**src/hdl/grbf_pkg.sv**
```systemverilog
// grbf_pkg: shared types, constants and state codes of the gaussian rbf evaluator
// used by every module under hdl but grbf_checker; depends on nothing
package grbf_pkg;

  localparam int unsigned DIV_STEPS  = 49;
  localparam int unsigned SQRT_STEPS = 24;
  localparam int unsigned EXP_TERMS  = 12;
  localparam int unsigned N_LIMIT    = 17;

  localparam logic [47:0] LN2_Q32 = 48'd2977044472;
  localparam logic [32:0] ONE_Q32 = 33'h1_0000_0000;
  localparam logic [31:0] SUM_MAX = 32'hFFFF_FFFF;

  localparam logic [1:0] ADDR_ROOT_MODE = 2'd0;

  localparam logic [63:0] RECIP_ONE = 64'd1 << 36;

  // ceil(2^36 / k) for the horner divisors, exact floor for any 32-bit dividend
  function automatic logic [35:0] recip_q36(logic [3:0] k);
    case (k)
      4'd2:    recip_q36 = 36'((RECIP_ONE + 64'd1) / 64'd2);
      4'd3:    recip_q36 = 36'((RECIP_ONE + 64'd2) / 64'd3);
      4'd4:    recip_q36 = 36'((RECIP_ONE + 64'd3) / 64'd4);
      4'd5:    recip_q36 = 36'((RECIP_ONE + 64'd4) / 64'd5);
      4'd6:    recip_q36 = 36'((RECIP_ONE + 64'd5) / 64'd6);
      4'd7:    recip_q36 = 36'((RECIP_ONE + 64'd6) / 64'd7);
      4'd8:    recip_q36 = 36'((RECIP_ONE + 64'd7) / 64'd8);
      4'd9:    recip_q36 = 36'((RECIP_ONE + 64'd8) / 64'd9);
      4'd10:   recip_q36 = 36'((RECIP_ONE + 64'd9) / 64'd10);
      4'd11:   recip_q36 = 36'((RECIP_ONE + 64'd10) / 64'd11);
      4'd12:   recip_q36 = 36'((RECIP_ONE + 64'd11) / 64'd12);
      default: recip_q36 = '0;
    endcase
  endfunction

  // one queued coordinate, already squared
  typedef struct packed {
    logic [32:0] sq;
    logic [31:0] den;
    logic        wzero;
    logic        last;
    logic        mode;
  } grbf_item_t;

  typedef enum logic [3:0] {
    S_IDLE,
    S_LOAD,
    S_DIV,
    S_ACC,
    S_SQRT,
    S_RED,
    S_HMUL,
    S_HQLO,
    S_HQHI,
    S_FIN
  } grbf_state_t;

endpackage

```
**src/hdl/grbf_div.sv**
```systemverilog
// grbf_div: restoring divider, one quotient bit per cycle, 49-bit by 32-bit
// depends on grbf_pkg
module grbf_div (
  input  logic        clk,
  input  logic        rst_n,
  input  logic        start_i,
  input  logic [48:0] num_i,
  input  logic [31:0] den_i,
  output logic        done_o,
  output logic [48:0] quo_o
);

  logic        busy_r;
  logic        done_r;
  logic [5:0]  cnt_r;
  logic [48:0] num_r;
  logic [48:0] quo_r;
  logic [31:0] rem_r;
  logic [31:0] den_r;

  logic [32:0] trial;
  logic        ge;
  logic [32:0] diff_nxt;
  logic [31:0] rem_nxt;

  always_comb begin
    trial    = {rem_r, num_r[48]};
    ge       = trial >= {1'b0, den_r};
    diff_nxt = trial - {1'b0, den_r};
    rem_nxt  = ge ? diff_nxt[31:0] : trial[31:0];
  end

  always_ff @(posedge clk) begin
    if (!rst_n) begin
      busy_r <= 1'b0;
      done_r <= 1'b0;
      cnt_r  <= '0;
    end else begin
      done_r <= 1'b0;
      if (start_i) begin
        busy_r <= 1'b1;
        cnt_r  <= '0;
      end else if (busy_r) begin
        cnt_r <= cnt_r + 6'd1;
        if (cnt_r == 6'(grbf_pkg::DIV_STEPS - 1)) begin
          busy_r <= 1'b0;
          done_r <= 1'b1;
        end
      end
    end
  end

  always_ff @(posedge clk) begin
    if (start_i) begin
      num_r <= num_i;
      den_r <= den_i;
      rem_r <= '0;
      quo_r <= '0;
    end else if (busy_r) begin
      num_r <= {num_r[47:0], 1'b0};
      rem_r <= rem_nxt;
      quo_r <= {quo_r[47:0], ge};
    end
  end

  assign done_o = done_r;
  assign quo_o  = quo_r;

endmodule

```
**src/hdl/grbf_back.sv**
```systemverilog
// grbf_back: divide, accumulate, square root and exponential sequencer with result register
// depends on grbf_pkg and grbf_div
module grbf_back (
  input  logic                  clk,
  input  logic                  rst_n,
  input  logic                  item_valid_i,
  output logic                  item_pop_o,
  input  grbf_pkg::grbf_item_t  item_i,
  output logic                  out_empty,
  input  logic                  out_pop,
  output logic [15:0]           out_rbf_value,
  output logic                  out_sum_saturated
);

  grbf_pkg::grbf_state_t state_r, state_nxt;
  grbf_pkg::grbf_item_t  entry_r;

  logic [31:0] acc_r;
  logic        sat_r;
  logic [47:0] sq_v_r, sq_res_r, sq_bit_r;
  logic [4:0]  cnt_r;
  logic [47:0] r_r;
  logic [4:0]  n_r;
  logic [32:0] e_r;
  logic [31:0] p_r;
  logic [63:0] ql_r;
  logic [3:0]  k_r;
  logic        zero_r;
  logic        out_valid_r;
  logic [15:0] out_value_r;
  logic        out_sat_r;

  logic        div_start;
  logic [48:0] div_num;
  logic [31:0] div_den;
  logic        div_done;
  logic [48:0] div_quo;
  logic        out_free;
  logic        out_load;

  grbf_div u_div (
    .clk     (clk),
    .rst_n   (rst_n),
    .start_i (div_start),
    .num_i   (div_num),
    .den_i   (div_den),
    .done_o  (div_done),
    .quo_o   (div_quo)
  );

  // accumulate step
  logic        term_sat;
  logic [32:0] sum33;
  logic        sum_sat;
  logic [31:0] acc_nxt;

  always_comb begin
    term_sat = entry_r.wzero || (|div_quo[48:32]) || (&div_quo[31:0]);
    sum33    = {1'b0, acc_r} + {1'b0, div_quo[31:0]};
    sum_sat  = term_sat || sum33[32];
    acc_nxt  = sum_sat ? grbf_pkg::SUM_MAX : sum33[31:0];
  end

  // square root digit step
  logic [47:0] sq_trial;
  logic        sq_ge;
  logic [47:0] sq_v_nxt, sq_res_nxt;

  always_comb begin
    sq_trial   = sq_res_r + sq_bit_r;
    sq_ge      = sq_v_r >= sq_trial;
    sq_v_nxt   = sq_ge ? sq_v_r - sq_trial : sq_v_r;
    sq_res_nxt = sq_ge ? (sq_res_r >> 1) + sq_bit_r : sq_res_r >> 1;
  end

  // horner product, division by k through a reciprocal, final scaling
  logic [35:0] recip;
  logic [31:0] mul_a;
  logic [31:0] mul_b;
  logic [63:0] prod;
  logic [35:0] hi_part;
  logic [67:0] hq_full;
  logic [31:0] hq_quo;
  logic [49:0] scaled;
  logic [49:0] shifted;
  logic [15:0] value_fin;
  logic [32:0] e_nxt;

  always_comb begin
    recip   = grbf_pkg::recip_q36(k_r);
    mul_a   = (state_r == grbf_pkg::S_HQLO) ? p_r : r_r[31:0];
    mul_b   = (state_r == grbf_pkg::S_HQLO) ? recip[31:0] : e_r[31:0];
    prod    = mul_a * mul_b;
    hi_part = {4'd0, p_r} * {32'd0, recip[35:32]};
    hq_full = {4'd0, ql_r} + {hi_part, 32'd0};
    // k of one needs no reciprocal
    hq_quo  = (k_r == 4'd1) ? p_r : hq_full[67:36];
    e_nxt   = grbf_pkg::ONE_Q32 - {1'b0, hq_quo};
    scaled  = ({17'd0, e_r} << 16) - {17'd0, e_r} + (50'd1 << (6'd31 + {1'b0, n_r}));
    shifted = scaled >> (6'd32 + {1'b0, n_r});
    if (zero_r) value_fin = 16'd0;
    else if (|shifted[49:16]) value_fin = 16'hFFFF;
    else value_fin = shifted[15:0];
  end

  assign out_free = !out_valid_r || out_pop;

  // next state
  always_comb begin
    state_nxt = state_r;
    case (state_r)
      grbf_pkg::S_IDLE:   if (item_valid_i) state_nxt = grbf_pkg::S_LOAD;
      grbf_pkg::S_LOAD:   state_nxt = entry_r.wzero ? grbf_pkg::S_ACC : grbf_pkg::S_DIV;
      grbf_pkg::S_DIV:    if (div_done) state_nxt = grbf_pkg::S_ACC;
      grbf_pkg::S_ACC: begin
        if (!entry_r.last) state_nxt = grbf_pkg::S_IDLE;
        else if (entry_r.mode) state_nxt = grbf_pkg::S_SQRT;
        else state_nxt = grbf_pkg::S_RED;
      end
      grbf_pkg::S_SQRT:
        if (cnt_r == 5'(grbf_pkg::SQRT_STEPS - 1)) state_nxt = grbf_pkg::S_RED;
      grbf_pkg::S_RED: begin
        if (n_r == 5'(grbf_pkg::N_LIMIT)) state_nxt = grbf_pkg::S_FIN;
        else if (r_r < grbf_pkg::LN2_Q32) state_nxt = grbf_pkg::S_HMUL;
      end
      grbf_pkg::S_HMUL:   state_nxt = grbf_pkg::S_HQLO;
      grbf_pkg::S_HQLO:   state_nxt = grbf_pkg::S_HQHI;
      grbf_pkg::S_HQHI:   state_nxt = (k_r == 4'd1) ? grbf_pkg::S_FIN : grbf_pkg::S_HMUL;
      grbf_pkg::S_FIN:    if (out_free) state_nxt = grbf_pkg::S_IDLE;
      default:            state_nxt = grbf_pkg::S_IDLE;
    endcase
  end

  // outputs of the sequencer
  always_comb begin
    item_pop_o = 1'b0;
    div_start  = 1'b0;
    div_num    = '0;
    div_den    = '0;
    out_load   = 1'b0;
    case (state_r)
      grbf_pkg::S_IDLE: item_pop_o = item_valid_i;
      grbf_pkg::S_LOAD: begin
        div_start = !entry_r.wzero;
        div_num   = entry_r.mode ? {entry_r.sq, 16'd0} : {8'd0, entry_r.sq, 8'd0};
        div_den   = entry_r.den;
      end
      grbf_pkg::S_FIN: out_load = out_free;
      default: ;
    endcase
  end

  always_ff @(posedge clk) begin
    if (!rst_n) begin
      state_r     <= grbf_pkg::S_IDLE;
      acc_r       <= '0;
      sat_r       <= 1'b0;
      out_valid_r <= 1'b0;
    end else begin
      state_r <= state_nxt;
      if (state_r == grbf_pkg::S_ACC) begin
        acc_r <= acc_nxt;
        sat_r <= sat_r | sum_sat;
      end
      if (out_load) begin
        acc_r       <= '0;
        sat_r       <= 1'b0;
        out_valid_r <= 1'b1;
      end else if (out_pop) begin
        out_valid_r <= 1'b0;
      end
    end
  end

  always_ff @(posedge clk) begin
    case (state_r)
      grbf_pkg::S_IDLE: if (item_valid_i) entry_r <= item_i;
      grbf_pkg::S_ACC: begin
        zero_r   <= 1'b0;
        sq_v_r   <= {acc_nxt, 16'd0};
        sq_res_r <= '0;
        sq_bit_r <= 48'd1 << 46;
        cnt_r    <= '0;
        r_r      <= {acc_nxt, 16'd0};
        n_r      <= '0;
      end
      grbf_pkg::S_SQRT: begin
        sq_v_r   <= sq_v_nxt;
        sq_res_r <= sq_res_nxt;
        sq_bit_r <= sq_bit_r >> 2;
        cnt_r    <= cnt_r + 5'd1;
        r_r      <= {sq_res_nxt[31:0], 16'd0};
      end
      grbf_pkg::S_RED: begin
        if (n_r == 5'(grbf_pkg::N_LIMIT)) begin
          zero_r <= 1'b1;
        end else if (r_r >= grbf_pkg::LN2_Q32) begin
          r_r <= r_r - grbf_pkg::LN2_Q32;
          n_r <= n_r + 5'd1;
        end else begin
          e_r <= grbf_pkg::ONE_Q32;
          k_r <= 4'(grbf_pkg::EXP_TERMS);
        end
      end
      grbf_pkg::S_HMUL: p_r <= e_r[32] ? r_r[31:0] : prod[63:32];
      grbf_pkg::S_HQLO: ql_r <= prod;
      grbf_pkg::S_HQHI: begin
        e_r <= e_nxt;
        k_r <= k_r - 4'd1;
      end
      default: ;
    endcase
    if (out_load) begin
      out_value_r <= value_fin;
      out_sat_r   <= sat_r;
    end
  end

  assign out_empty         = !out_valid_r;
  assign out_rbf_value     = out_value_r;
  assign out_sum_saturated = out_sat_r;

endmodule

```
**config.mk**
```make
export PLATFORM = sky130hd
export DESIGN_NAME = grbf_back
export DESIGN_NICKNAME = d
export VERILOG_FILES = /design/src/hdl/grbf_pkg.sv /design/src/hdl/grbf_div.sv /design/src/hdl/grbf_back.sv
export SDC_FILE = /design/constraint.sdc
export NUM_CORES = 2
export LEC_CHECK = 0
export ABC_AREA = 1
export BUFFER_PORTS_ARGS = -buffer_cell sky130_fd_sc_hd__buf_2
export CORE_ASPECT_RATIO = 1.75
export CORE_MARGIN = 1
export CORE_UTILIZATION = 39
export CTS_CLUSTER_DIAMETER = 150
export DETAILED_ROUTE_END_ITERATION = 16
export GPL_ROUTABILITY_DRIVEN = 0
export PLACE_DENSITY = 0.63
export SETUP_SLACK_MARGIN = 0.5
export SLEW_MARGIN = 25
export SYNTH_ARGS = -nofsm -noshare
export SYNTH_HDL_FRONTEND = slang
export SYNTH_SLANG_ARGS = --single-unit
```
**constraint.sdc**
```tcl
create_clock -name clk -period 10.22 [get_ports clk]
set_clock_uncertainty 0.1 [all_clocks]
set_input_delay 1.022 -clock clk [delete_from_list [all_inputs] [get_ports clk]]
set_output_delay 1.022 -clock clk [all_outputs]
set_load 0.005 [all_outputs]
```
======== Word-level counts from Yosys, hierarchy flattened ========
Memory sizes are Yosys's and may differ from the RTL's. A register that Yosys moved wholly into a read port is not among the register bits.
Cells that the tools add are included.
storage, ports and cells
  output and inout port bits .............. 19
  bits in read-only memories .............. 576
  word-level logic and storage cells ...... 158
  input bits .............................. 72
  memories kept ........................... 1
  bits in registers ....................... 629
cells by class
  eq/ne operators ......................... 23
  reductions and logical operators ........ 26
  multiply operators ...................... 2
  add/subtract/negate cells ............... 16
  $lt $le $gt $ge ......................... 4
  bitwise operators ....................... 3
  shifts and indexed selects .............. 2
  muxes and demuxes ....................... 52
memories
  name              depth  width  rd ports  clocked after Yosys merged registers in  write ports  line            source
  (name not given)  16     36     1         1                                        0            grbf_pkg.sv:20  case (k)
operators by type and width
  kind                      number
  $pmux W48 S2              3
  $mux W49                  4
  $mux W32                  6
  $mux W48                  4
  $pmux W48 S3              1
  $add A64 B68 Y68          1
  $mux W33                  2
  $pmux W33 S2              1
  $mul A32 B32 Y64          1
  $add A50 B50 Y50          1
  $shl A1 B6 Y50 const A    1
  $shr A50 B6 Y50           1
  $sub A49 B33 Y50          1
  $add A47 B48 Y48          1
  $add A48 B48 Y48          1
  $ge A48 B32 Y1 const B    1
  $ge A48 B48 Y1            1
  $lt A48 B32 Y1 const B    1
  $sub A48 B32 Y48 const B  1
  $sub A48 B48 Y48          1
  $mux W4                   10
  $pmux W4 S10              1
  $mul A32 B4 Y36           1
  $reduce_or A34 Y1         1
  other kinds (39)          81

======== Depth between registers and ports, before layout ========
  depth after elaboration ................. 6
  mapped depth ............................ 42
  gate-level depth less buffers ........... 40

======== By module ========
A second synthesis with hierarchy kept.
second synthesis, totals
  cells, all modules ...................... 11006
  area, all modules ....................... 81575.7 um^2
by module, submodules not included
  module     cells each  area each (um^2)  instances  seq. area each (um^2)
  grbf_back  9853        72706.0           1          12131.6
  grbf_div   1153        8869.8            1          4214.0

======== Worst setup path after synthesis ========
No wires, ideal clock.
  path kind ............................... reg-to-reg
  start ................................... register state_r[2]
  end ..................................... register p_r[28], data pin
  arrival ................................. 8.635 ns
  setup time .............................. 0.265 ns
  setup slack ............................. 1.220 ns
  stages on the path, launching flop included .. 40
  required time ........................... 9.855 ns
  path through ............................ dfxtp_1 > inv_1 > nor2_1 > nand2_2 > inv_2 > clkbuf_1 > buf_1 > o21ai_1 > clkbuf_1 > nor2_1 > fa_1 > fa_1 > fa_1 > inv_1 > fa_1 > inv_1 > fa_1 > inv_1 > (+4 left out) > fa_1 > inv_1 > ha_1 > nand2_1 > nor2_1 > inv_1 > nor3_1 > inv_1 > nor2_1 > nand2_1 > o21ai_2 > nand3_1 > nand2_1 > nand2_1 > nand2_1 > nand2_1 > nand3_1 > o21ai_0
between the ends
  cells in the longest elaborated chain, start to end .. 4
ends and longest elaborated chain
  element                             line                              source
  start: declaration                  grbf_back.sv:15                   grbf_pkg::grbf_state_t state_r, state_nxt;
  start signal: assignment            grbf_back.sv:155                  state_r <= grbf_pkg::S_IDLE;
  start signal: assignment            grbf_back.sv:160                  state_r <= state_nxt;
  $eq A4 B3 Y1 *                      grbf_back.sv:91, grbf_back.sv:92
  $mux W32, on equally long branches  grbf_back.sv:91, grbf_back.sv:92
  $mul A32 B32 Y64 *                  grbf_back.sv:93                   prod = mul_a * mul_b;
  $mux W32 *                          grbf_back.sv:205                  grbf_pkg::S_HMUL: p_r <= e_r[32] ? r_r[31:0] : prod[63:32];
  end signal: assignment              grbf_back.sv:205
  end: declaration                    grbf_back.sv:25                   logic [31:0] p_r;
Every way passes the cells marked *; elsewhere a longest branch is shown, timed or not.
A chain may end at the register's enable or synchronous reset.

======== Final worst setup path ========
  start ................................... register state_r[1]
  end ..................................... register p_r[21], data pin
between the ends
  cells in the longest elaborated chain, start to end .. 4
ends and longest elaborated chain
  element                             line                              source
  $eq A4 B3 Y1 *                      grbf_back.sv:91, grbf_back.sv:92
  $mux W32, on equally long branches  grbf_back.sv:91, grbf_back.sv:92
  $mul A32 B32 Y64 *                  grbf_back.sv:93
  net prod[53]                        grbf_back.sv:80                   logic [63:0] prod;
  $mux W32 *                          grbf_back.sv:205
Mark *: on every way through the listed nets, which the timed path passes. The rest lies on a longest branch.

==> impl_metrics.csv <==
group,metric,value,unit
sta,relSlewSlack,18.6,%
setup_path,timing.rr.start,"state_r[1]$_SDFFE_PN0P_",
sta,slew_violations,0,
finish,instances_no_fill,13594,
synth,synth_common_cells,"2383 x nand2_1, 2183 x inv_1, 1425 x nor2_1",
clock_network,cts_root_buffer,"clkbuf_16",
global_routing,track_usage,29.6,%
global_routing,grt_max_degree,71,
synth,syn_area,80400,µm²
setup_path,ff2ff_path_depth,30,
synth,synth_ff_type,"edfxtp_1",
synth,yosysWarnings,0,
setup_path,cpMostUsedCell,"fa_1",
finish,stdcell_area,87100,µm²
drt,vias,74555,
global_routing,grt_antenna_before_repair,10,
die,core-area,205000,µm²
drt,drt_iter0_drc,6136,
synth,yosys-top-cells-area,"fa_1 24%, edfxtp_1 16%, nand2_1 11%",
worst_hold_path,hp-class,"register to register",
synth,synth_edf_count,435,
clock_network,cts_tree,"yes",
clock_network,h-tree-depth,3,
worst_hold_path,min_path_cells,0,
clock_network,clockBufferDepth,3,
drt,drt-total-wl,309,mm
sta,fin_crit,9.43,ns
clock_network,hold_buffers,0,
sta,hold_viol,0,
die,initial_core_util,39.2,%
die,dieArea,208000,µm²
place,post_dp_cell_area,84500,µm²
synth,seq_area_frac_synth,20.0,%
synth,synthCells,10796,
sta,period_share,92.2,%
place,io_buffers,90,
worst_hold_path,hp-start,"sat_r$_SDFFE_PP0P_",
job,drv_cap,0,
clock_network,clk_latency,0.70,ns
finish,seqCellArea,16100,µm²
die,rows,220,
setup_path,critPathArrivalTime,9.70,ns
setup_path,path_max_fanout,36,
sta,timing.hold.ws,0.347,ns
sta,tns,0,ns
synth,synth.avg_cell_area,7.45,µm²
global_routing,gr-total-overflow,0,
setup_path,r2r_slack,0.79,ns
synth,synth-async-reset-ratio,0,%
drt,drc,0,
synth,yosysTopAreaCell,"fa_1",
finish,synthToLayoutAreaGrowth,8.39,%
die,die_width,345,µm
synth,synth_most_common_cell,"nand2_1",
sta,tightest_slew,1.21,ns
place,dp_hpwl,245,mm
worst_hold_path,holdPathEnd,"out_sum_saturated$_DFFE_PP_",
setup_path,cp-end-kind,"register",
global_routing,grt_pass1_vias,76638,
setup_path,critPathSlowestCell,"fa_1",
die,die_h,603,µm
finish,layout.nets,12500,
drt,postRouteAntennaNets,0,
drt,wire_per_inst,22.8,µm
setup_path,cp_data_required_time,10.49,ns
sta,rsz0062_at_grt,"yes",
drt,first_pass_iters,9,
run_status,status,"finished clean",
finish,multi_input_area,55100,µm²
synth,synth_top_area_share,24.3,%
sta,finalSetupViolations,0,
setup_path,max_stage_delay,1.00,ns
setup_path,crit-reg2reg-capture,"p_r[21]$_DFFE_PP_",
sta,max_freq,0.106,GHz
die,io_pins,91,
clock_network,numCtsBuffers,69,
drt,vias_per_cell,5.48,
global_routing,grt_first_pass_wirelength,459,mm
place,dp.cells,13434,
clock_network,clk_pin_slew,0.06,ns
setup_path,critPathKind,"register to register",
finish,drive_gt1_share,4.74,%
finish,fillCellCount,20703,
setup_path,start_kind,"register",
synth,synth-seq-cells,587,
synth,synth.distinct_cells,72,
clock_network,numClockSinks,587,
worst max-delay path, delay by kind of cell, from the launching register on:
kind                     cells  cell delay [ns]
AO/OA/AOI/OAI                7             1.19
XOR/XNOR                     1             0.16
adder cells (fa/ha/maj)      9             4.78
buffers and inverters        6             1.71
flip-flops                   1             0.36
AND/OR/NAND/NOR              7             0.76
layout make-up:
| type | count | area share, % |
|---|---|---|
| multi-input cells | 7729 | 63.3 |
| flip-flops and latches | 587 | 18.5 |
| inverters | 2212 | 9.59 |
| well taps | 2664 | 3.83 |
| clock buffers | 87 | 2.15 |
| repair buffers | 262 | 2.06 |
| clock inverters | 40 | 0.562 |
| diodes | 11 | 0.0316 |
| repair inverters | 2 | 0.0172 |
cell usage in the layout (no fill, tap or decap), types with 39 or more instances in the layout:
cell,netlist,routed
a21oi_1,563,559
a22oi_1,50,50
a31oi_1,49,49
buf_2,20,90
buf_4,3,168
clkbuf_16,0,71
dfxtp_1,152,151
edfxtp_1,435,435
fa_1,975,972
ha_1,590,590
inv_1,2183,2173
nand2_1,2383,2379
nand3_1,414,411
nand4_1,71,71
nor2_1,1425,1418
nor3_1,78,78
nor4_1,43,43
o211ai_1,53,53
o21ai_0,484,457
o21ai_1,34,39
xnor2_1,85,85
xor2_1,115,115
worst max-delay path by stage:
| stage | start | slack [ns] | endpoint |
|---|---|---|---|
| 5_1_grt | state_r[2]$_SDFFE_PN0P_ | 0.50 | p_r[30]$_DFFE_PP_ |
| 4_1_cts | state_r[2]$_SDFFE_PN0P_ | 0.71 | p_r[28]$_DFFE_PP_ |
| 3_5_place_dp | state_r[2]$_SDFFE_PN0P_ | 0.82 | p_r[28]$_DFFE_PP_ |
| 2_1_floorplan | state_r[2]$_SDFFE_PN0P_ | 1.22 | p_r[28]$_DFFE_PP_ |
| 6_report | state_r[1]$_SDFFE_PN0P_ | 0.79 | p_r[21]$_DFFE_PP_ |
| 3_3_place_gp | state_r[2]$_SDFFE_PN0P_ | 0.81 | p_r[28]$_DFFE_PP_ |
logic make-up (layout without fill, tap and decap cells):
| group | Yosys count | after routing | share of synthesized area [%] |
|---|---|---|---|
| AO/OA/AOI/OAI | 1402 | 1402 | 9.75 |
| XOR/XNOR | 201 | 201 | 2.20 |
| adder cells (fa/ha/maj) | 1565 | 1565 | 33.5 |
| buffers and inverters | 2501 | 2603 | 11.7 |
| flip-flops | 587 | 587 | 20.0 |
| multiplexers | 2 | 2 | 0.0249 |
| other | 2 | 34 | 0.00934 |
| AND/OR/NAND/NOR | 4536 | 4536 | 22.8 |
through the flow:
stage	utilization (%)	setup slack, ns
after floorplan	-	1.22
after global placement	41.2	0.811
after detailed placement	41.2	0.822
after CTS	42.3	0.712
after global routing	42.5	0.501
final	42.5	0.793
what timing repair did:
| action | CTS | global route |
|---|---|---|
| endpoints found under the setup margin | 0 | 58 |
| gates resized for setup | 0 | 26 |
| endpoints found under the hold margin | 0 | 0 |
| setup buffers | 0 | 20 |
metal layers:
| metal | share of wire, % | global-route usage [%] | wire length [µm] |
|---|---|---|---|
| met1 | 31 | 28.0 | 95400 |
| met2 | 49 | 52.0 | 151000 |
| met3 | 7.3 | 5.59 | 22600 |
| met4 | 13 | 31.8 | 40800 |
| met5 | 0.033 | 0 | 103 |
state kept, by name (all words and copies together), names as in the netlist, 24 cells and up:
| register | count |
|---|---|
| ql_r | 32 |
| p_r | 32 |
| u_div.num_r | 41 |
| sq_res_r | 48 |
| u_div.rem_r | 32 |
| sq_v_r | 48 |
| u_div.quo_o | 49 |
| u_div.den_r | 32 |
| entry_r | 68 |
| sq_bit_r | 24 |
| e_r | 33 |
| recip | 25 |
| acc_r | 32 |
| r_r | 45 |
Power is not shown: default switching activity piles up to over one toggle a cycle in this logic, so the estimate is an artifact.
