### config.mk
export PLATFORM = sky130hd
export DESIGN_NAME = grbf_front
export DESIGN_NICKNAME = d
export VERILOG_FILES = /design/src/hdl/grbf_pkg.sv /design/src/hdl/grbf_front.sv
export SDC_FILE = /design/constraint.sdc
export NUM_CORES = 1
export LEC_CHECK = 0
export BUFFER_PORTS_ARGS = -buffer_cell sky130_fd_sc_hd__buf_2
export CORE_ASPECT_RATIO = 0.9
export CORE_MARGIN = 4
export CORE_UTILIZATION = 36
export DETAILED_ROUTE_END_ITERATION = 12
export PLACE_DENSITY = 0.57
export SLEW_MARGIN = 10
export SYNTH_ARGS = -nofsm -noshare
export SYNTH_HDL_FRONTEND = slang
export SYNTH_SLANG_ARGS = --single-unit
export TNS_END_PERCENT = 50
### constraint.sdc
create_clock -name clk -period 12.8 [get_ports clk]
set_clock_uncertainty 0.2 [all_clocks]
set_input_delay 2.56 -clock clk [delete_from_list [all_inputs] [get_ports clk]]
set_output_delay 2.56 -clock clk [all_outputs]
set_load 0.01 [all_outputs]
### src/hdl/grbf_pkg.sv
// grbf_pkg: shared types, constants and state codes of the gaussian rbf evaluator
// used by every module under hdl but grbf_checker; depends on nothing
package grbf_pkg;

  localparam int unsigned DIV_STEPS  = 49;
  localparam int unsigned SQRT_STEPS = 24;
  localparam int unsigned EXP_TERMS  = 12;
  localparam int unsigned N_LIMIT    = 17;

  localparam logic [47:0] LN2_Q32 = 48'd2977044472;
  localparam logic [32:0] ONE_Q32 = 33'h1_0000_0000;
  localparam logic [31:0] SUM_MAX = 32'hFFFF_FFFF;

  localparam logic [1:0] ADDR_ROOT_MODE = 2'd0;

  localparam logic [63:0] RECIP_ONE = 64'd1 << 36;

  // ceil(2^36 / k) for the horner divisors, exact floor for any 32-bit dividend
  function automatic logic [35:0] recip_q36(logic [3:0] k);
    case (k)
      4'd2:    recip_q36 = 36'((RECIP_ONE + 64'd1) / 64'd2);
      4'd3:    recip_q36 = 36'((RECIP_ONE + 64'd2) / 64'd3);
      4'd4:    recip_q36 = 36'((RECIP_ONE + 64'd3) / 64'd4);
      4'd5:    recip_q36 = 36'((RECIP_ONE + 64'd4) / 64'd5);
      4'd6:    recip_q36 = 36'((RECIP_ONE + 64'd5) / 64'd6);
      4'd7:    recip_q36 = 36'((RECIP_ONE + 64'd6) / 64'd7);
      4'd8:    recip_q36 = 36'((RECIP_ONE + 64'd7) / 64'd8);
      4'd9:    recip_q36 = 36'((RECIP_ONE + 64'd8) / 64'd9);
      4'd10:   recip_q36 = 36'((RECIP_ONE + 64'd9) / 64'd10);
      4'd11:   recip_q36 = 36'((RECIP_ONE + 64'd10) / 64'd11);
      4'd12:   recip_q36 = 36'((RECIP_ONE + 64'd11) / 64'd12);
      default: recip_q36 = '0;
    endcase
  endfunction

  // one queued coordinate, already squared
  typedef struct packed {
    logic [32:0] sq;
    logic [31:0] den;
    logic        wzero;
    logic        last;
    logic        mode;
  } grbf_item_t;

  typedef enum logic [3:0] {
    S_IDLE,
    S_LOAD,
    S_DIV,
    S_ACC,
    S_SQRT,
    S_RED,
    S_HMUL,
    S_HQLO,
    S_HQHI,
    S_FIN
  } grbf_state_t;

endpackage

### src/hdl/grbf_front.sv
// grbf_front: accepts coordinates, squares the difference, queues words for the back end
// depends on grbf_pkg
module grbf_front (
  input  logic                  clk,
  input  logic                  rst_n,
  input  logic                  in_push,
  output logic                  in_full,
  input  logic signed [15:0]    in_coord,
  input  logic signed [15:0]    in_center,
  input  logic [15:0]           in_width,
  input  logic                  in_last_coord,
  input  logic                  root_mode_i,
  output logic                  item_valid_o,
  input  logic                  item_pop_i,
  output grbf_pkg::grbf_item_t  item_o
);

  grbf_pkg::grbf_item_t queue_r [2];
  logic [1:0] count_r;
  logic       wr_ptr_r;
  logic       rd_ptr_r;

  logic signed [16:0] diff;
  logic [16:0]        mag;
  logic [33:0]        sq_full;
  logic [31:0]        wsq;
  logic               push_ok;
  logic               pop_ok;
  grbf_pkg::grbf_item_t item_new;

  always_comb begin
    diff    = {in_coord[15], in_coord} - {in_center[15], in_center};
    mag     = diff[16] ? 17'(-diff) : 17'(diff);
    sq_full = mag * mag;
    wsq     = in_width * in_width;
    item_new.sq    = sq_full[32:0];
    item_new.den   = root_mode_i ? wsq : {16'd0, in_width};
    item_new.wzero = (in_width == 16'd0);
    item_new.last  = in_last_coord;
    item_new.mode  = root_mode_i;
  end

  assign in_full      = (count_r == 2'd2);
  assign push_ok      = in_push && !in_full;
  assign item_valid_o = (count_r != 2'd0);
  assign pop_ok       = item_pop_i && item_valid_o;
  assign item_o       = queue_r[rd_ptr_r];

  always_ff @(posedge clk) begin
    if (!rst_n) begin
      count_r  <= '0;
      wr_ptr_r <= 1'b0;
      rd_ptr_r <= 1'b0;
    end else begin
      if (push_ok) wr_ptr_r <= ~wr_ptr_r;
      if (pop_ok)  rd_ptr_r <= ~rd_ptr_r;
      case ({push_ok, pop_ok})
        2'b10:   count_r <= count_r + 2'd1;
        2'b01:   count_r <= count_r - 2'd1;
        default: count_r <= count_r;
      endcase
    end
  end

  always_ff @(posedge clk) begin
    if (push_ok) queue_r[wr_ptr_r] <= item_new;
  end

endmodule

# Word level (Yosys, flattened, before mapping)
# Memory sizes are Yosys's and may differ from the RTL's. A register that Yosys moved wholly into a read port is not among the register bits.
# Index checks and enable logic that the tools add are counted.
# W data, S select, Z words.
# totals
elab_cells	28
ff_bits	4
mem_bits_rw	136
inputBits	54
mem_count	1
# op_classes
add_sub_neg	4
mul	2
mux	7
n_reduce_logical	6
n_bitwise	2
n_eq_ne	3
# memory_table
memory	words	width	read_ports	rd_clocked_by_memory_dff	wr	line	rtl
queue_r	2	68	1	1	1	grbf_front.sv:18	grbf_pkg::grbf_item_t queue_r [2];
# ops
operator	count
$mul A17 B17 Y33	1
$mul A16 B16 Y32	1
$mux W32	1
$mux W17	1
$neg A17 Y17	1
$sub A16 B16 Y17	1
$logic_not A16 Y1	1
$eq A2 B2 Y1 const B	2
$mux W1	4
$pmux W2 S2	1
$reduce_bool A2 Y1	2
$add A2 B1 Y2 const B	1
$eq A2 B1 Y1 const B	1
$logic_and A1 B1 Y1	2
$not A1 Y1	2
$sub A2 B1 Y2 const B	1
$logic_not A1 Y1	1

# Depth between registers and ports, before layout
# Gate-level depths: netlist of the first run.
# depth
word_depth	5
depth_mapped	36
ltp_nobuf	35

# Least setup slack after synthesis of the first run
# No wires, ideal clock.
# synth_timing
path_type	input-to-reg
from	in in_coord[0]
to	mem queue_r[0][65] (netlist name) (data pin)
path_buffers	1
setup_slack_ns	2.441
arrival_time_ns	9.897
stages	33
setup_time_ns	0.263
cell_sequence	inv_1 > ha_1 > fa_1 > nand2b_1 > a21oi_1 > xor2_1 > or3_4 > nor4_4 > nor2_2 > xor2_2 > inv_2 > buf_2 > nor2_1 > fa_1 > inv_1 > fa_1 > fa_1 > inv_1 > fa_1 > fa_1 > inv_1 > fa_1 > inv_1 > ha_1 > a21oi_1 > o21ai_0 > a21oi_1 > a21oi_1 > nand3b_1 > a211o_1 > a41oi_1 > nor2b_1 > xnor2_1
# synth_rtl
item	line	rtl
from (decl)	grbf_front.sv:8	input logic signed [15:0] in_coord,
to (decl)	grbf_front.sv:18	

==> metrics.csv, run 1 <==
stage,metric,value,unit
floorplanning,area of the core,0.0602,mm^2
setup_path,Worst Path Required,12.81,ns
yosys,Synth Warn #,0,
clocking,CTS tree,built,
setup_path,slowest cell delay on critical path,0.56,ns
yosys,Synth top area share,0.324,
drt,routed length per instance,16.8,um
timing,fmax,89.7,MHz
clocking,CTS H-tree depth,4,
yosys,mean area per synthesized cell,9.94,um^2
clocking,clock sink count,139,
setup_path,CP Max Fanout,13,
drt,DRC viols,0,
drt,First-pass DRT Iterations,4,
drt,number of DRC markers in iteration 0,816,
timing,Slew @ Worst Pin,1.05,ns
floorplanning,die width,269,um
global_route,vias in the first global route,16100,
setup_path,CP arrival,11.16,ns
hold_path,hold crit path type,reg2reg,
drt,Vias,15100,
timing,max-slew violation count,0,
finish,layout cells sized above 1,0.122,
yosys,"EDFF count, synth",134,
finish,most frequent cells in the layout,"inv_1, fa_1, ha_1",
floorplanning,DIE AREA,0.0652,mm^2
timing,final hold violation count,0,
run,Max-Cap Viols,0,
yosys,Synth Cell Area,0.0220,mm^2
floorplanning,# IOs,124,
placed_design,DP Area,0.0235,mm^2
clocking,Post CTS Setup Buffer Count,0,
clocking,post-cts hold buffer count,0,
placed_design,hpwl dp,42000,um
timing,final hold slack,0.307,ns
yosys,leading area contributor after synthesis,fa_1,
timing,Final Setup Violations,0,
clocking,Clock Path Buffers,2,
global_route,GRT Residual Overflow,0,
clocking,clk_lat worst skew,0.49,ns
global_route,initial antenna violation count,1,
clocking,Resize count post-CTS,0,
outcome,run status,"complete, no violations",
timing,RSZ-0062 raised after global routing,no,
finish,n_diodes,0,
floorplanning,Placement Rows,85,
clocking,total CTS buffers,17,
yosys,synth top area cells,"fa_1, edfxtp_1, ha_1, inv_1, mux2_2",
placed_design,PortBufs,122,
drt,Via density,4.84,
setup_path,cell mode on critical path,fa_1,
yosys,post-synth cell types,80,
timing,Tmin final,11.15,ns
floorplanning,Die Y,243,um
global_route,GRT Overall Usage,0.167,
timing,relative slew slack,0.299,
finish,post-route cell area,0.0241,mm^2
yosys,Syn Inst Count,2214,
timing,setup_tns,0,ns
setup_path,Critical Path Slowest Stage Cell,xor2_1,
yosys,"FFs w/ async S/R, synth",0,
yosys,Seq cells post-synth,139,
timing,Final Cycle Share,0.871,
global_route,first-pass GRT wire length,85500,um
finish,NumNets Final,2945,
finish,area delta synth->final,9.31,%
global_route,largest net degree at the start of global routing,68,
drt,"antenna viol nets, final",0,
yosys,sequential area share after synthesis,0.187,
drt,drt total wl,52400,um
yosys,main flop type after synthesis,edfxtp_1,
floorplanning,Starting Density,0.366,
finish,"most common cell after layout, fill and taps aside",inv_1,
setup_path,WS Path Type,in2reg,
clocking,clk slew on worst S/H paths,0.07,ns
clocking,root buffer cell,clkbuf_16,
finish,post-route core utilization,0.400,
placed_design,Placer Congestion,0.904,
setup_path,Worst Setup End Kind,flop,
setup_path,startpoint types,input pin,
registers in the layout (all words and copies together) (netlist names), named ones only:
signal / count
wr_ptr_r: 1
rd_ptr_r: 1
queue_r: 134
count_r: 2
final cells by class:
cell class | instances | area [um^2]
Fill cell | 5946 | 36100
Multi-Input combinational cell | 1499 | 15700
Sequential cell | 139 | 4130
Inverter | 527 | 1980
Tap cell | 783 | 980
Timing Repair Buffer | 133 | 693
Clock buffer | 17 | 425
Clock inverter | 15 | 155
kinds of logic (layout without fill, tap and decap cells):
family / Yosys count / in the layout / synth area share
and+or+nand+nor: 509 / 509 / 0.112
other: 2 / 14 / 0.000341
buffers and inverters: 588 / 692 / 0.102
AOI/OAI and AO/OA: 230 / 230 / 0.0711
muxes: 80 / 80 / 0.0405
adders and majority gates: 574 / 574 / 0.448
xor gates and xnor gates: 92 / 92 / 0.0390
DFF: 139 / 139 / 0.187
stage by stage:
step / setup slack [ns] / instances
finish: 1.65 / 3113
global route: 1.16 / 3113
CTS: 1.68 / 3113
detailed placement: 1.13 / 3081
global placement: 1.46 / 3081
floorplan: 2.44 / 2226
Yosys cell counts (14+ instances only):
cell type / instances
inv_1: 521
fa_1: 356
ha_1: 218
nand2_1: 169
edfxtp_1: 134
nor2_1: 133
and2_1: 77
mux2_2: 73
a21oi_1: 64
xnor2_1: 60
o21ai_0: 42
clkbuf_1: 41
a21o_1: 26
xor2_1: 25
nor2b_1: 19
nor3_1: 15
buf_2: 14
nand3_1: 14
o21a_1: 14
worst max-delay path: cells and delay by family:
kind	cells	cell delay (ns)
AND/OR/NAND/NOR	5	1.31
buffers and inverters	7	0.81
multiplexers	1	0.20
XOR/XNOR	1	0.56
adder cells (fa/ha/maj)	9	3.82
AO/OA/AOI/OAI	8	1.88
path summary, 6_finish.rpt:
| path | start | to | slack, ns | depth (start not counted) |
|---|---|---|---|---|
| worst max-delay path | in_coord[0] | queue_r[0][66] | 1.65 | 31 |
| worst max register to register | count_r[0] | queue_r[0][42] | 10.37 | 4 |
| worst min register to register | count_r[1] | count_r[1] | 0.31 | 2 |
| worst min-delay path | count_r[1] | count_r[1] | 0.31 | 2 |
layer usage:
layer,GRT usage,wire length (um),part of all wire,up-vias
li1,-,-,-,7149
met1,0.236,24600,0.47,7544
met2,0.259,23900,0.46,324
met3,0.0366,3010,0.057,53
met4,0.0473,986,0.019,0
met5,0,0,0,-
Power of run 1 is not shown: default switching activity piles up to over one toggle a cycle in this logic, so the estimate is an artifact.
==> run 2: changes to the inputs <==
--- a/config.mk
+++ b/config.mk
@@ -5,12 +5,12 @@
 export SDC_FILE = /design/constraint.sdc
 export NUM_CORES = 1
 export LEC_CHECK = 0
-export BUFFER_PORTS_ARGS = -buffer_cell sky130_fd_sc_hd__buf_2
 export CORE_ASPECT_RATIO = 0.9
 export CORE_MARGIN = 4
 export CORE_UTILIZATION = 36
 export DETAILED_ROUTE_END_ITERATION = 12
-export PLACE_DENSITY = 0.57
+export DONT_BUFFER_PORTS = 1
+export PLACE_DENSITY = 0.55
 export SLEW_MARGIN = 10
 export SYNTH_ARGS = -nofsm -noshare
 export SYNTH_HDL_FRONTEND = slang
==> run 2 against run 1 <==
Worst hold slack improved by 0.018 ns. Critical path depth decreased by 1. Critical endpoint is now queue_r[1][66]. Global-route usage increased by 0.17 points. Worst setup slack improved by 0.10 ns. Final area decreased by 2.3%. Wire length increased by 0.21%. Die area unchanged. Sequential share of layout area increased by 0.40 points. Register-to-register slack got worse by 0.14 ns. Utilization decreased by 0.91 points. Critical path type unchanged. Clock-buffer cell count unchanged.
==> metrics.csv, run 2 (synthesized netlist as in run 1, its figures left out) <==
stage,metric,value,unit
floorplanning,# IOs,124,
global_route,vias in the first global route,15700,
clocking,CTS tree,built,
clocking,Resize count post-CTS,0,
run,Max-Cap Viols,0,
outcome,run status,"complete, no violations",
floorplanning,Die Y,243,um
drt,First-pass DRT Iterations,5,
hold_path,Worst Hold End,count_r[1],
finish,fill cell count,5939,
finish,layout cells sized above 1,0.0738,
setup_path,Critical Path Slowest Stage Cell,nor4bb_1,
finish,max reg flops,134,
drt,routed length per instance,17.6,um
clocking,Clock Path Buffers,2,
clocking,total CTS buffers,17,
setup_path,R2R cell count,4,
setup_path,slowest cell delay on critical path,0.61,ns
finish,NumNets Final,2823,
hold_path,Hold Startpoint,count_r[1],
placed_design,hpwl dp,42500,um
finish,most frequent cells in the layout,"inv_1, fa_1, ha_1",
global_route,GRT Overall Usage,0.168,
setup_path,cell mode on critical path,fa_1,
floorplanning,Starting Density,0.366,
setup_path,r2r endpoint,queue_r[0][26],
setup_path,CP arrival,11.06,ns
setup_path,WS Path Type,in2reg,
clocking,CTS H-tree depth,4,
hold_path,Worst Hold Depth,2,
timing,setup_tns,0,ns
clocking,clk slew on worst S/H paths,0.07,ns
timing,fmax,90.5,MHz
finish,n_diodes,0,
timing,Final Cycle Share,0.863,
setup_path,CP Max Fanout,13,
placed_design,Placer Congestion,0.895,
floorplanning,Placement Rows,85,
finish,area delta synth->final,6.83,%
timing,Final Setup Violations,0,
timing,final hold slack,0.326,ns
floorplanning,DIE AREA,0.0652,mm^2
timing,Tmin final,11.05,ns
drt,DRC viols,0,
finish,largest registers,"queue_r (134), count_r (2)",
drt,drt total wl,52500,um
global_route,initial antenna violation count,1,
drt,number of DRC markers in iteration 0,751,
clocking,Post CTS Setup Buffer Count,0,
floorplanning,die width,269,um
drt,"antenna viol nets, final",0,
floorplanning,area of the core,0.0602,mm^2
clocking,clk_lat worst skew,0.47,ns
setup_path,Worst Path Required,12.81,ns
placed_design,PortBufs,0,
clocking,root buffer cell,clkbuf_16,
timing,Slew @ Worst Pin,0.938,ns
finish,Biggest register,queue_r,
finish,"most common cell after layout, fill and taps aside",inv_1,
global_route,largest net degree at the start of global routing,52,
timing,relative slew slack,0.370,
drt,Via density,4.88,
timing,max-slew violation count,0,
timing,final hold violation count,0,
hold_path,hold crit path type,reg2reg,
global_route,GRT Residual Overflow,0,
setup_path,reg2reg start,count_r[0],
setup_path,Worst Setup End Kind,flop,
clocking,post-cts hold buffer count,0,
drt,Vias,14600,
global_route,first-pass GRT wire length,86200,um
setup_path,startpoint types,input pin,
setup_path,worst reg-to-reg setup slack,10.23,ns
timing,RSZ-0062 raised after global routing,no,
clocking,clock sink count,139,
-- run 2: changes by cell type in the layout (fill, tap and decap cells not counted) --
cell / delta
buf_2: -122
clkinv_8: +1
clkinv_4: +2
inv_8: +1
inv_6: -2
clkinvlp_4: -1
clkinv_2: -3
bufinv_16: +2
-- run 2: worst max path at each step --
stage	cells past startpoint	from	to	slack, ns
2_1_floorplan	33	in_coord[0]	queue_r[0][65]	2.44
3_3_place_gp	29	in_coord[0]	queue_r[0][60]	1.51
3_5_place_dp	30	in_coord[0]	queue_r[0][66]	1.16
4_1_cts	30	in_coord[0]	queue_r[0][66]	1.68
5_1_grt	30	in_coord[0]	queue_r[1][66]	1.08
6_report	30	in_coord[0]	queue_r[1][66]	1.75
-- run 2: area by class of cell --
class | count | area, um^2 | share of cell area
clock buffers | 17 | 425 | 0.0181
clock inverters | 15 | 220 | 0.00936
inverters | 527 | 1980 | 0.0841
multi-input cells | 1499 | 15700 | 0.668
flip-flops and latches | 139 | 4130 | 0.175
well taps | 783 | 980 | 0.0417
repair buffers | 11 | 82.6 | 0.00351
-- run 2: layer usage --
metal	vias to the layer above	track usage	wire length [um]
met4	0	0.0403	815
met3	48	0.0362	3250
met2	355	0.264	24100
li1	6901	-	-
met1	7291	0.240	24400
met5	-	0	0
-- run 2: through the flow --
stage,std cells,util,setup WS (ns),instance area [um^2]
6_report,2991,0.391,1.75,23500
2_1_floorplan,2226,-,2.44,22100
3_5_place_dp,2959,0.380,1.16,22900
5_1_grt,2991,0.391,1.08,23500
3_3_place_gp,2959,0.380,1.51,22900
4_1_cts,2991,0.391,1.68,23500
-- run 2: worst max-delay path: cells and delay by family --
family | cells | cell delay (ns)
mux | 1 | 0.20
buf+inv | 6 | 0.69
fa+ha+maj | 9 | 3.82
simple gates | 5 | 1.38
xor+xnor | 1 | 0.56
compound gates | 8 | 1.84
Power of run 2 is left out for the same reason.
==> run 3: changes to the inputs <==
--- a/config.mk
+++ b/config.mk
@@ -7,10 +7,10 @@
 export LEC_CHECK = 0
 export CORE_ASPECT_RATIO = 0.9
 export CORE_MARGIN = 4
-export CORE_UTILIZATION = 36
+export CORE_UTILIZATION = 45
 export DETAILED_ROUTE_END_ITERATION = 12
 export DONT_BUFFER_PORTS = 1
-export PLACE_DENSITY = 0.55
+export PLACE_DENSITY = 0.67
 export SLEW_MARGIN = 10
 export SYNTH_ARGS = -nofsm -noshare
 export SYNTH_HDL_FRONTEND = slang
==> constraint.sdc (replaced) <==
create_clock -name clk -period 9.3 [get_ports clk]
set_clock_uncertainty 0.2 [all_clocks]
set_input_delay 1.86 -clock clk [delete_from_list [all_inputs] [get_ports clk]]
set_output_delay 1.86 -clock clk [all_outputs]
set_load 0.01 [all_outputs]
==> run 3 against run 2 <==
Via count rose by 6.2%. Worst hold slack lost 0.0012 ns. Sequential share of layout area fell by 1.3 points. Clock-buffer cell count unchanged. Largest cell class unchanged. First-iteration DRC count up 22%. Critical path depth is 4 higher. Die area decreased by 19%. Non-clock buffer count grew 213. Utilization grew 14 points. Final area up 8.3%.
==> metrics.csv, run 3 (synthesized netlist as in run 1, its figures left out) <==
stage,metric,value,unit
setup_path,r2r endpoint,queue_r[0][64],
setup_path,CP Max Fanout,5,
setup_path,worst reg-to-reg setup slack,7.06,ns
clocking,clk_lat worst skew,0.47,ns
global_route,largest net degree at the start of global routing,69,
timing,final hold violation count,0,
floorplanning,# IOs,124,
timing,relative slew slack,0.254,
timing,fmax,110,MHz
setup_path,Worst Setup End Kind,flop,
global_route,first-pass GRT wire length,87000,um
drt,routed length per instance,17.2,um
finish,n_diodes,0,
setup_path,R2R cell count,4,
placed_design,PortBufs,0,
floorplanning,DIE AREA,0.0525,mm^2
finish,Biggest register,queue_r,
hold_path,Hold Startpoint,count_r[1],
finish,most frequent cells in the layout,"inv_1, fa_1, buf_4",
floorplanning,die width,241,um
finish,"most common cell after layout, fill and taps aside",inv_1,
drt,drt total wl,52500,um
finish,NumNets Final,3036,
drt,"antenna viol nets, final",0,
finish,max reg flops,134,
setup_path,CP arrival,9.07,ns
setup_path,cell mode on critical path,fa_1,
timing,Slew @ Worst Pin,1.12,ns
clocking,post-cts hold buffer count,0,
drt,Via density,5.09,
finish,layout cells sized above 1,0.192,
finish,fill cell count,4240,
setup_path,slowest cell delay on critical path,0.55,ns
placed_design,hpwl dp,42300,um
floorplanning,Starting Density,0.458,
clocking,clk slew on worst S/H paths,0.07,ns
timing,Final Cycle Share,0.973,
timing,final hold slack,0.324,ns
clocking,CTS tree,built,
global_route,initial antenna violation count,0,
drt,Vias,15500,
outcome,run status,"complete, no violations",
drt,number of DRC markers in iteration 0,919,
timing,Final Setup Violations,0,
floorplanning,Placement Rows,76,
drt,First-pass DRT Iterations,7,
finish,FF/Latch Area,0.00413,mm^2
setup_path,Worst Path Required,9.32,ns
run,Max-Cap Viols,0,
global_route,vias in the first global route,17000,
clocking,total CTS buffers,17,
setup_path,reg2reg start,count_r[0],
global_route,GRT Overall Usage,0.210,
placed_design,Placer Congestion,0.913,
clocking,root buffer cell,clkbuf_16,
hold_path,Worst Hold Depth,2,
timing,max-slew violation count,0,
setup_path,WS Path Type,in2reg,
finish,largest registers,"queue_r (134), count_r (2)",
global_route,GRT Residual Overflow,0,
timing,Tmin final,9.05,ns
setup_path,startpoint types,input pin,
timing,Final Worst Setup Slack,0.249,ns
clocking,CTS H-tree depth,4,
placed_design,pre-CTS WS,-0.517,ns
finish,area delta synth->final,15.7,%
hold_path,hold crit path type,reg2reg,
floorplanning,Die Y,218,um
floorplanning,area of the core,0.0481,mm^2
clocking,Clock Path Buffers,2,
drt,DRC viols,0,
finish,area of the multi-input gates,0.0163,mm^2
hold_path,Worst Hold End,count_r[1],
clocking,clock sink count,139,
setup_path,Critical Path Slowest Stage Cell,fa_1,
[run 3: changes by cell type in the layout (fill, tap and decap cells not counted), moves of 9 or more]
cell and change:
a21oi_2 +9, ha_1 -10, nor2_1 -15, a21oi_1 -11, o21ai_0 -10, nor2_2 +12
buf_4 +210
[run 3: routing by layer]
| layer | global-route usage | up-vias | share of wire |
|---|---|---|---|
| met1 | 0.292 | 7684 | 0.46 |
| met5 | 0 | - | 0 |
| li1 | - | 7326 | - |
| met3 | 0.0488 | 77 | 0.064 |
| met2 | 0.332 | 407 | 0.46 |
| met4 | 0.0562 | 0 | 0.020 |
[run 3: layout make-up]
cell class,count,area share
Inverter,527,0.0781
Timing Repair Buffer,224,0.0664
Multi-Input combinational cell,1499,0.638
Tap cell,624,0.0306
Clock buffer,17,0.0167
Clock inverter,15,0.00766
Sequential cell,139,0.162
[run 3: what timing repair did]
item | in CTS | in global routing
setup buffers | 0 | 20
endpoints found under the setup margin | 0 | 28
resized for setup | 0 | 88
[run 3: worst max-delay path: cells and delay by family]
kind	cells	cell delay (ns)
and+or+nand+nor	7	1.29
AOI/OAI and AO/OA	7	1.05
buffers and inverters	9	0.87
adders and majority gates	9	3.67
xor gates and xnor gates	2	0.29
[run 3: through the flow]
step | TNS [ns] | util | std cells | instance area [um^2]
2_1_floorplan | -0.0116 | - | 2226 | 22300
3_3_place_gp | -6.71 | 0.505 | 2993 | 24300
3_5_place_dp | -9.76 | 0.505 | 2993 | 24300
4_1_cts | 0 | 0.518 | 3025 | 24900
5_1_grt | -0.443 | 0.530 | 3045 | 25500
6_report | 0 | 0.530 | 3045 | 25500
[run 3: worst max-delay path by stage]
stage / startpoint / end / slack [ns] / depth (start not counted)
6_report: in_coord[0] / queue_r[0][64] / 0.25 / 34
2_1_floorplan: in_coord[0] / queue_r[0][66] / -0.006 / 32
5_1_grt: in_coord[0] / queue_r[0][61] / -0.06 / 34
3_3_place_gp: in_center[4] / queue_r[0][64] / -0.42 / 32
4_1_cts: in_center[4] / queue_r[0][64] / 0.02 / 32
3_5_place_dp: in_center[4] / queue_r[1][64] / -0.52 / 32
Power of run 3 is left out for the same reason.
